File: src/sv/qpack_field_line_encoder_top_macros.svh
// Assertion macros for the QPACK field line encoder.
`ifndef QPACK_FIELD_LINE_ENCODER_TOP_MACROS_SVH
`define QPACK_FIELD_LINE_ENCODER_TOP_MACROS_SVH

// Check that the consequent holds in the same cycle as the antecedent.
`define QFLE_ASSERT_SAME(label, clk, rst, ante, cons) \
   label: assert property (@(posedge clk) disable iff (rst) (ante) |-> (cons)) \
      else $error("qfle same-cycle check failed");

// Check that the consequent holds in the cycle after the antecedent.
`define QFLE_ASSERT_NEXT(label, clk, rst, ante, cons) \
   label: assert property (@(posedge clk) disable iff (rst) (ante) |=> (cons)) \
      else $error("qfle next-cycle check failed");

`endif

File: src/sv/qfle_pkg.sv
// Types and constants shared by the QPACK field line encoder modules.
package qfle_pkg;

   localparam int ValueWidth = 62;
   localparam int ShiftWidth = 64;

   // Encoding selected by one request beat
   typedef enum logic [3:0] {
      ACT_VARINT     = 4'd0,
      ACT_RAW_INT    = 4'd1,
      ACT_SECTION    = 4'd2,
      ACT_INDEXED    = 4'd3,
      ACT_NAME_REF   = 4'd4,
      ACT_LIT_NAME   = 4'd5,
      ACT_PB_INDEXED = 4'd6,
      ACT_PB_NAME    = 4'd7,
      ACT_STRING     = 4'd8
   } qfle_action_type;

   // How the serializer treats a loaded value
   typedef enum logic [1:0] {
      LD_VARINT = 2'd0,
      LD_PREFIX = 2'd1,
      LD_RAW    = 2'd2
   } qfle_kind_type;

   // Sequencer states
   typedef enum logic [1:0] {
      ST_IDLE   = 2'd0,
      ST_FIRST  = 2'd1,
      ST_SECOND = 2'd2
   } qfle_state_type;

   // Load command from the sequencer to the serializer
   typedef struct packed {
      qfle_kind_type         kind;
      logic [ValueWidth-1:0] value;
      logic [3:0]            prefix;
      logic [7:0]            pattern;
   } qfle_load_type;

   // One emitted byte
   typedef struct packed {
      logic [7:0] data;
      logic       last;
   } qfle_beat_type;

   // First-byte patterns of the field line heads
   localparam logic [7:0] PatIndexedDyn  = 8'h80;
   localparam logic [7:0] PatIndexedStat = 8'hc0;
   localparam logic [7:0] PatNameRefDyn  = 8'h40;
   localparam logic [7:0] PatNameRefStat = 8'h50;
   localparam logic [7:0] PatLitName     = 8'h20;
   localparam logic [7:0] PatPbIndexed   = 8'h10;
   localparam logic [7:0] PatSign        = 8'h80;
   localparam logic [7:0] PatNone        = 8'h00;

   // Varint length tags
   localparam logic [7:0] TagVar1 = 8'h00;
   localparam logic [7:0] TagVar2 = 8'h40;
   localparam logic [7:0] TagVar4 = 8'h80;
   localparam logic [7:0] TagVar8 = 8'hc0;

   // Prefix widths of the fixed encodings
   localparam logic [3:0] Prefix8 = 4'd8;
   localparam logic [3:0] Prefix7 = 4'd7;
   localparam logic [3:0] Prefix6 = 4'd6;
   localparam logic [3:0] Prefix4 = 4'd4;
   localparam logic [3:0] Prefix3 = 4'd3;
   localparam logic [3:0] Prefix1 = 4'd1;

   // ASCII case folding
   localparam logic [7:0] CharUpperA = 8'h41;
   localparam logic [7:0] CharUpperZ = 8'h5a;
   localparam logic [7:0] CharLowerBit = 8'h20;

endpackage

File: src/sv/qpack_field_line_encoder_top.sv
// Top level of the QPACK field line encoder: sequencer, serializer and output register.
// Each request beat selects one encoding and yields a run of response beats, one byte
// per cycle, with rsp_last on the final byte; actions 9 to 15 are taken and yield
// nothing. A request is accepted only while the block is idle. An item is loaded into
// the serializer as it is accepted and holds the block until its final byte is emitted.
// The byte rate is set by the 64-bit serializer shift register, which moves one
// 7-bit prefix-integer digit or one 8-bit varint byte per cycle; two-integer heads
// reload it between the integers without a gap. The output register holds each byte
// until rsp_ready; the serializer advances in the cycle the held byte is taken, so a
// stall on rsp_ready freezes the run and adds no bubble. There is no clearing pass
// after reset.
`include "qpack_field_line_encoder_top_macros.svh"

module qpack_field_line_encoder_top (
   input  logic        clock,
   input  logic        reset,
   input  logic        req_valid,
   output logic        req_ready,
   input  logic [3:0]  req_action,
   input  logic [61:0] req_first_value,
   input  logic [61:0] req_second_value,
   input  logic        req_flag,
   input  logic [3:0]  req_prefix_bits,
   input  logic [7:0]  req_pattern,
   input  logic [7:0]  req_byte_in,
   output logic        rsp_valid,
   input  logic        rsp_ready,
   output logic [7:0]  rsp_out_byte,
   output logic        rsp_last
);

   qfle_pkg::qfle_state_type state_ff, state_in;

   logic [61:0] hold_v2_ff, hold_v2_in;
   logic        hold_sign_ff, hold_sign_in;
   logic        has_second_ff, has_second_in;

   logic        rsp_valid_ff, rsp_valid_in;
   logic [7:0]  rsp_byte_ff, rsp_byte_in;
   logic        rsp_last_ff, rsp_last_in;

   logic                    req_accept;
   logic                    act_ok;
   logic                    act_second;
   logic                    adv;
   logic                    item_end;
   logic                    idle_held;
   logic                    load_en;
   qfle_pkg::qfle_load_type req_load;
   qfle_pkg::qfle_load_type load;
   qfle_pkg::qfle_beat_type beat;
   logic [3:0]              raw_prefix;
   logic [7:0]              str_byte;

   qfle_serializer u_ser (
      .clock   (clock),
      .reset   (reset),
      .load_en (load_en),
      .load    (load),
      .step_en (adv),
      .beat    (beat)
   );

   // Clamp the raw prefix width and fold the string byte
   always_comb begin
      if (req_prefix_bits < qfle_pkg::Prefix1) begin
         raw_prefix = qfle_pkg::Prefix1;
      end else if (req_prefix_bits > qfle_pkg::Prefix8) begin
         raw_prefix = qfle_pkg::Prefix8;
      end else begin
         raw_prefix = req_prefix_bits;
      end
      str_byte = req_byte_in;
      if (req_flag && req_byte_in >= qfle_pkg::CharUpperA
          && req_byte_in <= qfle_pkg::CharUpperZ) begin
         str_byte = req_byte_in | qfle_pkg::CharLowerBit;
      end
   end

   // Decode the action into the first load
   always_comb begin
      act_ok           = 1'b1;
      act_second       = 1'b0;
      req_load.kind    = qfle_pkg::LD_PREFIX;
      req_load.value   = req_first_value;
      req_load.prefix  = qfle_pkg::Prefix8;
      req_load.pattern = qfle_pkg::PatNone;
      case (qfle_pkg::qfle_action_type'(req_action))
         qfle_pkg::ACT_VARINT: begin
            req_load.kind = qfle_pkg::LD_VARINT;
         end
         qfle_pkg::ACT_RAW_INT: begin
            req_load.prefix  = raw_prefix;
            req_load.pattern = req_pattern;
         end
         qfle_pkg::ACT_SECTION: begin
            act_second = 1'b1;
         end
         qfle_pkg::ACT_INDEXED: begin
            req_load.prefix  = qfle_pkg::Prefix6;
            req_load.pattern = req_flag ? qfle_pkg::PatIndexedDyn : qfle_pkg::PatIndexedStat;
         end
         qfle_pkg::ACT_NAME_REF: begin
            act_second       = 1'b1;
            req_load.prefix  = qfle_pkg::Prefix4;
            req_load.pattern = req_flag ? qfle_pkg::PatNameRefDyn : qfle_pkg::PatNameRefStat;
         end
         qfle_pkg::ACT_LIT_NAME: begin
            req_load.prefix  = qfle_pkg::Prefix3;
            req_load.pattern = qfle_pkg::PatLitName;
         end
         qfle_pkg::ACT_PB_INDEXED: begin
            req_load.prefix  = qfle_pkg::Prefix4;
            req_load.pattern = qfle_pkg::PatPbIndexed;
         end
         qfle_pkg::ACT_PB_NAME: begin
            act_second      = 1'b1;
            req_load.prefix = qfle_pkg::Prefix3;
         end
         qfle_pkg::ACT_STRING: begin
            req_load.kind    = qfle_pkg::LD_RAW;
            req_load.pattern = str_byte;
         end
         default: begin
            act_ok = 1'b0;
         end
      endcase
   end

   // Handshake and serializer control
   always_comb begin
      req_ready  = (state_ff == qfle_pkg::ST_IDLE);
      req_accept = req_valid && req_ready;
      idle_held  = (state_ff == qfle_pkg::ST_IDLE) && rsp_valid_ff;
      adv        = (state_ff != qfle_pkg::ST_IDLE) && (!rsp_valid_ff || rsp_ready);
      item_end   = adv && beat.last
                   && !(state_ff == qfle_pkg::ST_FIRST && has_second_ff);
      load_en    = (req_accept && act_ok)
                   || (adv && beat.last && state_ff == qfle_pkg::ST_FIRST && has_second_ff);
      if (state_ff == qfle_pkg::ST_IDLE) begin
         load = req_load;
      end else begin
         load.kind    = qfle_pkg::LD_PREFIX;
         load.value   = hold_v2_ff;
         load.prefix  = qfle_pkg::Prefix7;
         load.pattern = hold_sign_ff ? qfle_pkg::PatSign : qfle_pkg::PatNone;
      end
   end

   // Next state
   always_comb begin
      state_in = state_ff;
      case (state_ff)
         qfle_pkg::ST_IDLE: begin
            if (req_accept && act_ok) begin
               state_in = qfle_pkg::ST_FIRST;
            end
         end
         qfle_pkg::ST_FIRST: begin
            if (adv && beat.last) begin
               state_in = has_second_ff ? qfle_pkg::ST_SECOND : qfle_pkg::ST_IDLE;
            end
         end
         qfle_pkg::ST_SECOND: begin
            if (adv && beat.last) begin
               state_in = qfle_pkg::ST_IDLE;
            end
         end
         default: begin
            state_in = qfle_pkg::ST_IDLE;
         end
      endcase
   end

   // Capture the second integer and fill the output register
   always_comb begin
      hold_v2_in    = hold_v2_ff;
      hold_sign_in  = hold_sign_ff;
      has_second_in = has_second_ff;
      if (req_accept) begin
         hold_v2_in    = req_second_value;
         hold_sign_in  = req_flag
                         && (qfle_pkg::qfle_action_type'(req_action) == qfle_pkg::ACT_SECTION);
         has_second_in = act_second;
      end
      rsp_byte_in = rsp_byte_ff;
      rsp_last_in = rsp_last_ff;
      if (adv) begin
         rsp_valid_in = 1'b1;
         rsp_byte_in  = beat.data;
         rsp_last_in  = beat.last && !(state_ff == qfle_pkg::ST_FIRST && has_second_ff);
      end else begin
         rsp_valid_in = rsp_valid_ff && !rsp_ready;
      end
   end

   always_ff @(posedge clock) begin
      if (reset) begin
         state_ff      <= qfle_pkg::ST_IDLE;
         rsp_valid_ff  <= 1'b0;
         has_second_ff <= 1'b0;
      end else begin
         state_ff      <= state_in;
         rsp_valid_ff  <= rsp_valid_in;
         has_second_ff <= has_second_in;
      end
   end

   always_ff @(posedge clock) begin
      hold_v2_ff   <= hold_v2_in;
      hold_sign_ff <= hold_sign_in;
      rsp_byte_ff  <= rsp_byte_in;
      rsp_last_ff  <= rsp_last_in;
   end

   assign rsp_valid    = rsp_valid_ff;
   assign rsp_out_byte = rsp_byte_ff;
   assign rsp_last     = rsp_last_ff;

   // A held beat while idle always closes its run
   `QFLE_ASSERT_SAME(a_idle_last, clock, reset, idle_held, rsp_last_ff)
   // A known action starts a run
   `QFLE_ASSERT_NEXT(a_start, clock, reset, req_accept && act_ok, state_ff == qfle_pkg::ST_FIRST)
   // The closing byte returns the sequencer to idle
   `QFLE_ASSERT_NEXT(a_end, clock, reset, item_end, state_ff == qfle_pkg::ST_IDLE)

endmodule

File: src/sv/qfle_serializer.sv
// Digit-serial shift register that emits one encoded integer or raw byte per cycle while step_en is high.
module qfle_serializer (
   input  logic                  clock,
   input  logic                  reset,
   input  logic                  load_en,
   input  qfle_pkg::qfle_load_type load,
   input  logic                  step_en,
   output qfle_pkg::qfle_beat_type beat
);

   logic [qfle_pkg::ShiftWidth-1:0] sr_ff, sr_in;
   logic [7:0]                      first_byte_ff, first_byte_in;
   logic                            first_ff, first_in;
   logic                            tail_ff, tail_in;
   logic                            varint_ff, varint_in;
   logic [3:0]                      cnt_ff, cnt_in;

   logic [7:0] limit;
   logic       single;
   logic       more;

   // Decode the load: prefix limit, short form test, and whether more digits remain
   always_comb begin
      limit  = 8'hff >> (4'd8 - load.prefix);
      single = (load.value[qfle_pkg::ValueWidth-1:8] == '0) && (load.value[7:0] < limit);
      more   = |sr_ff[qfle_pkg::ShiftWidth-1:7];
   end

   // Present the current byte
   always_comb begin
      if (varint_ff) begin
         beat.data = sr_ff[qfle_pkg::ShiftWidth-1:qfle_pkg::ShiftWidth-8]
                   | (first_ff ? first_byte_ff : 8'h00);
         beat.last = (cnt_ff == 4'd1);
      end else if (first_ff) begin
         beat.data = first_byte_ff;
         beat.last = !tail_ff;
      end else begin
         beat.data = {more, sr_ff[6:0]};
         beat.last = !more;
      end
   end

   // Load a new integer or advance one digit
   always_comb begin
      sr_in         = sr_ff;
      first_byte_in = first_byte_ff;
      first_in      = first_ff;
      tail_in       = tail_ff;
      varint_in     = varint_ff;
      cnt_in        = cnt_ff;
      if (load_en) begin
         first_in = 1'b1;
         case (load.kind)
            qfle_pkg::LD_VARINT: begin
               varint_in = 1'b1;
               tail_in   = 1'b0;
               if (load.value[qfle_pkg::ValueWidth-1:6] == '0) begin
                  cnt_in        = 4'd1;
                  first_byte_in = qfle_pkg::TagVar1;
                  sr_in         = {load.value[7:0], 56'h0};
               end else if (load.value[qfle_pkg::ValueWidth-1:14] == '0) begin
                  cnt_in        = 4'd2;
                  first_byte_in = qfle_pkg::TagVar2;
                  sr_in         = {load.value[15:0], 48'h0};
               end else if (load.value[qfle_pkg::ValueWidth-1:30] == '0) begin
                  cnt_in        = 4'd4;
                  first_byte_in = qfle_pkg::TagVar4;
                  sr_in         = {load.value[31:0], 32'h0};
               end else begin
                  cnt_in        = 4'd8;
                  first_byte_in = qfle_pkg::TagVar8;
                  sr_in         = {2'b00, load.value};
               end
            end
            qfle_pkg::LD_PREFIX: begin
               varint_in     = 1'b0;
               cnt_in        = 4'd0;
               tail_in       = !single;
               first_byte_in = load.pattern | (single ? load.value[7:0] : limit);
               sr_in         = {2'b00, load.value
                               - {{(qfle_pkg::ValueWidth-8){1'b0}}, limit}};
            end
            default: begin
               varint_in     = 1'b0;
               cnt_in        = 4'd0;
               tail_in       = 1'b0;
               first_byte_in = load.pattern;
               sr_in         = '0;
            end
         endcase
      end else if (step_en) begin
         first_in = 1'b0;
         if (varint_ff) begin
            sr_in  = {sr_ff[qfle_pkg::ShiftWidth-9:0], 8'h00};
            cnt_in = cnt_ff - 4'd1;
         end else if (!first_ff) begin
            sr_in = {7'h00, sr_ff[qfle_pkg::ShiftWidth-1:7]};
         end
      end
   end

   // Hold control state under reset
   always_ff @(posedge clock) begin
      if (reset) begin
         first_ff  <= 1'b0;
         tail_ff   <= 1'b0;
         varint_ff <= 1'b0;
         cnt_ff    <= 4'd0;
      end else begin
         first_ff  <= first_in;
         tail_ff   <= tail_in;
         varint_ff <= varint_in;
         cnt_ff    <= cnt_in;
      end
   end

   always_ff @(posedge clock) begin
      sr_ff         <= sr_in;
      first_byte_ff <= first_byte_in;
   end

endmodule

File: config.mk
export PLATFORM = sky130hd
export DESIGN_NAME = qpack_field_line_encoder_top
export DESIGN_NICKNAME = d
export VERILOG_FILES = /design/src/sv/qfle_pkg.sv /design/src/sv/qpack_field_line_encoder_top.sv /design/src/sv/qfle_serializer.sv
export VERILOG_INCLUDE_DIRS = /design/src /design/src/sv
export SDC_FILE = /design/constraint.sdc
export NUM_CORES = 1
export LEC_CHECK = 0
export BUFFER_PORTS_ARGS = -buffer_cell sky130_fd_sc_hd__clkbuf_2
export CORE_ASPECT_RATIO = 0.6
export CORE_MARGIN = 2
export CORE_UTILIZATION = 50
export CTS_CLUSTER_SIZE = 20
export DETAILED_ROUTE_END_ITERATION = 10
export PLACE_DENSITY = 0.7
export SKIP_CTS_REPAIR_TIMING = 1
export SKIP_LAST_GASP = 1
export SLEW_MARGIN = 20
export SYNTH_ARGS = -nofsm -noshare
export SYNTH_HDL_FRONTEND = slang
export SYNTH_SLANG_ARGS = --single-unit
File: constraint.sdc
create_clock -name clock -period 19.3 [get_ports clock]
set_clock_uncertainty 0.15 [all_clocks]
set_input_delay 2.895 -clock clock [delete_from_list [all_inputs] [get_ports clock]]
set_output_delay 2.895 -clock clock [all_outputs]
set_load 0.01 [all_outputs]
==> impl_metrics.csv <==
group,metric,value,unit
pwr,p_int,0.000711,W
drt,viasPerCell,6.70,
global_route,grt_overflow,0,
sta,setup_tns,0,ns
synthesis,synthArstFlopShare,0,%
final_layout,instances_no_fill,1566,
floorplanning,initial_core_util,50.8,%
clock_tree,numCtsBuffers,17,
placed_design,gp_congestion,1.04,
final_layout,drive_above_1_share,19.7,%
pwr,switching_share,32.0,%
flow_run,maxCapViolCount,0,
pwr,max-vdd-ir-drop,0.0618,mV
synthesis,synth-seq-cells,155,
global_route,grt_pass1_wl,59600,um
min_path,hold_path.class,"flop to flop",
pwr,p_leak,4.74,nW
sta,period_share,39.4,%
pwr,pwr-share-comb,23.2,%
floorplanning,die_y,117,um
floorplanning,die_area,22600,um^2
clock_tree,clk_latency,0.44,ns
sta,period_needed,7.61,ns
sta,worstMarginPinSlew,1.31,ns
clock_tree,cts.htree.levels,4,
final_layout,area_delta_synth_final,15.5,%
sta,finalSetupViolCount,0,
synthesis,synthFlopType,"edfxtp_1",
placed_design,dpl.hpwl,30700,um
pwr,pwr-share-seq,42.8,%
placed_design,dp.cells,1533,
drt,first_pass_iters,6,
sta,clock.fmax,131,MHz
synthesis,syn_avg_cell_area,9.39,um^2
synthesis,syn_inst,1136,
sta,hold_ws,0.417,ns
clock_tree,cts.sinks,155,
drt,post-route-drc-count,0,
setup_path,crit_fanout,13,
sta,slew_headroom,10.2,%
placed_design,portBuffers,163,
setup_path,rrSetupSlack,13.51,ns
clock_tree,cts_buffer_depth,2,
setup_path,crit_required,19.43,ns
pwr,clock_power_share,34.0,%
setup_path,cp-end-kind,"flop",
drt,drt_iter0_markers,1745,
final_layout,final_cell_mix,"clkbuf_2, edfxtp_1, nand2_1",
synthesis,syn_area,10700,um^2
setup_path,critPathKind,"input pin to flop",
synthesis,synth_edf_count,144,
synthesis,syn-num-nets,1304,
floorplanning,fp.coreArea,21000,um^2
synthesis,seq_area_frac_synth,42.6,%
sta,hold_viol,0,
setup_path,cp.arrival,7.74,ns
final_layout,final_common_cell,"clkbuf_2",
synthesis,yosys_warnings,0,
drt,wl_per_cell,25.9,um
floorplanning,row_count,41,
setup_path,cp-start-kind,"input pin",
sta,rsz0062_at_grt,"no",
global_route,grt_pass1_vias,9654,
clock_tree,cts_root_buffer,"clkbuf_16",
final_layout,nets,1441,
synthesis,synth.distinct_cells,75,
sta,slew_viol_final,0,
floorplanning,ios,164,
drt,wl,40600,um
drt,dr_total_vias,10500,
pwr,switchingPower,0.000335,W
global_route,antenna_found_initial,0,
drt,ant_nets,0,
clock_tree,cts_tree,"done",
clock_tree,clk_pin_slew,0.07,ns
global_route,track_usage,36.8,%
global_route,grt_max_degree,65,
floorplanning,die_w,193,um
pwr,power.density,84.9,nW/um^2
status,outcome,"complete, no violations",
## flip-flops by register name (all words and copies together) (netlist names), 2 cells and up
name                 count
state_ff                 2
rsp_out_byte             8
u_ser.cnt_ff             4
u_ser.sr_ff             64
u_ser.first_byte_ff      8
hold_v2_ff              62
## cell type report
type                       count  area (um^2)
clock inverter                 7         70.1
clock buffer                  25          549
inverter                      25         96.3
antenna                        1         2.50
tap                          279          349
fill                        1838         8660
timing repair buffer         184          973
sequential                   155         4550
multi-input combinational    890         5730
## cell usage after synthesis, types with 14 or more instances
library cell,number,share of area (%)
nor3_1,42,2.0
mux2i_1,84,7.9
a21oi_1,78,3.7
nor2_1,107,3.8
nor4_1,59,3.5
o21ai_1,33,1.5
o221ai_1,18,1.5
nand2_1,129,4.5
mux2_2,18,1.9
xnor2_1,33,2.7
edfxtp_1,144,41
o21ai_0,29,1.4
clkbuf_1,39,1.4
xor2_1,17,1.4
inv_1,22,0.77
nand3_1,20,0.94
ha_1,14,1.6
a22oi_1,25,1.8
buf_2,14,0.66
## critical path, stage by stage
cell and delay [ns]:
clkbuf_2 0.22, nor2b_1 0.49, a21oi_1 0.18, ha_1 0.26
inv_1 0.06, ha_1 0.28, nor2_1 0.20, ha_1 0.30
nor2b_1 0.16, o31a_1 0.27, o21ai_1 0.48, nand3_1 0.57
nor3_4 0.52, nand3_4 0.24, mux2_1 0.40, a22oi_1 0.20
## routing by layer
layer | global-route usage, % | wire, um
met4 | 10.1 | 844
met3 | 15.0 | 6900
met1 | 53.1 | 16700
met5 | 0 | 0
met2 | 50.6 | 16100
## per-stage QoR
step	area (um^2)	utilization [%]	worst slack [ns]	power, W
4_1_cts	12300	58.7	11.84	0.00103
3_5_place_dp	11700	55.8	11.39	0.000683
2_1_floorplan	10700	-	10.89	0.000587
6_report	12300	58.7	11.69	0.00105
3_3_place_gp	11700	55.8	11.60	0.000680
5_1_grt	12300	58.7	11.29	0.00108
## power groups by stage
| stage | clock network (W) | registers, W | logic, W |
|---|---|---|---|
| after floorplan | 0 | 0.000435 | 0.000152 |
| after global placement | 0 | 0.000451 | 0.000230 |
| after detailed placement | 0 | 0.000450 | 0.000233 |
| after CTS | 0.000356 | 0.000443 | 0.000234 |
| after global routing | 0.000371 | 0.000448 | 0.000260 |
| final | 0.000356 | 0.000448 | 0.000242 |
## path summary, 6_finish.rpt
kind / start / cells past startpoint / endpoint
worst max-delay path: req_action[0] / 16 / u_ser.first_byte_ff[3]
worst min-delay path: u_ser.first_byte_ff[5] / 2 / rsp_out_byte[5]
worst max register to register: state_ff[1] / 18 / u_ser.first_byte_ff[3]
worst min register to register: u_ser.first_byte_ff[5] / 2 / rsp_out_byte[5]
## cells by family after synthesis
group	after synthesis	share of synthesized area, %
adder cells (fa/ha/maj)	15	1.83
multiplexers	106	10.3
AND/OR/NAND/NOR	435	20.1
flip-flops	155	42.6
buffers and inverters	91	3.75
other	1	0.0352
AO/OA/AOI/OAI	283	17.3
XOR/XNOR	50	4.11
Note: power is estimated with default switching activity, not from simulation.
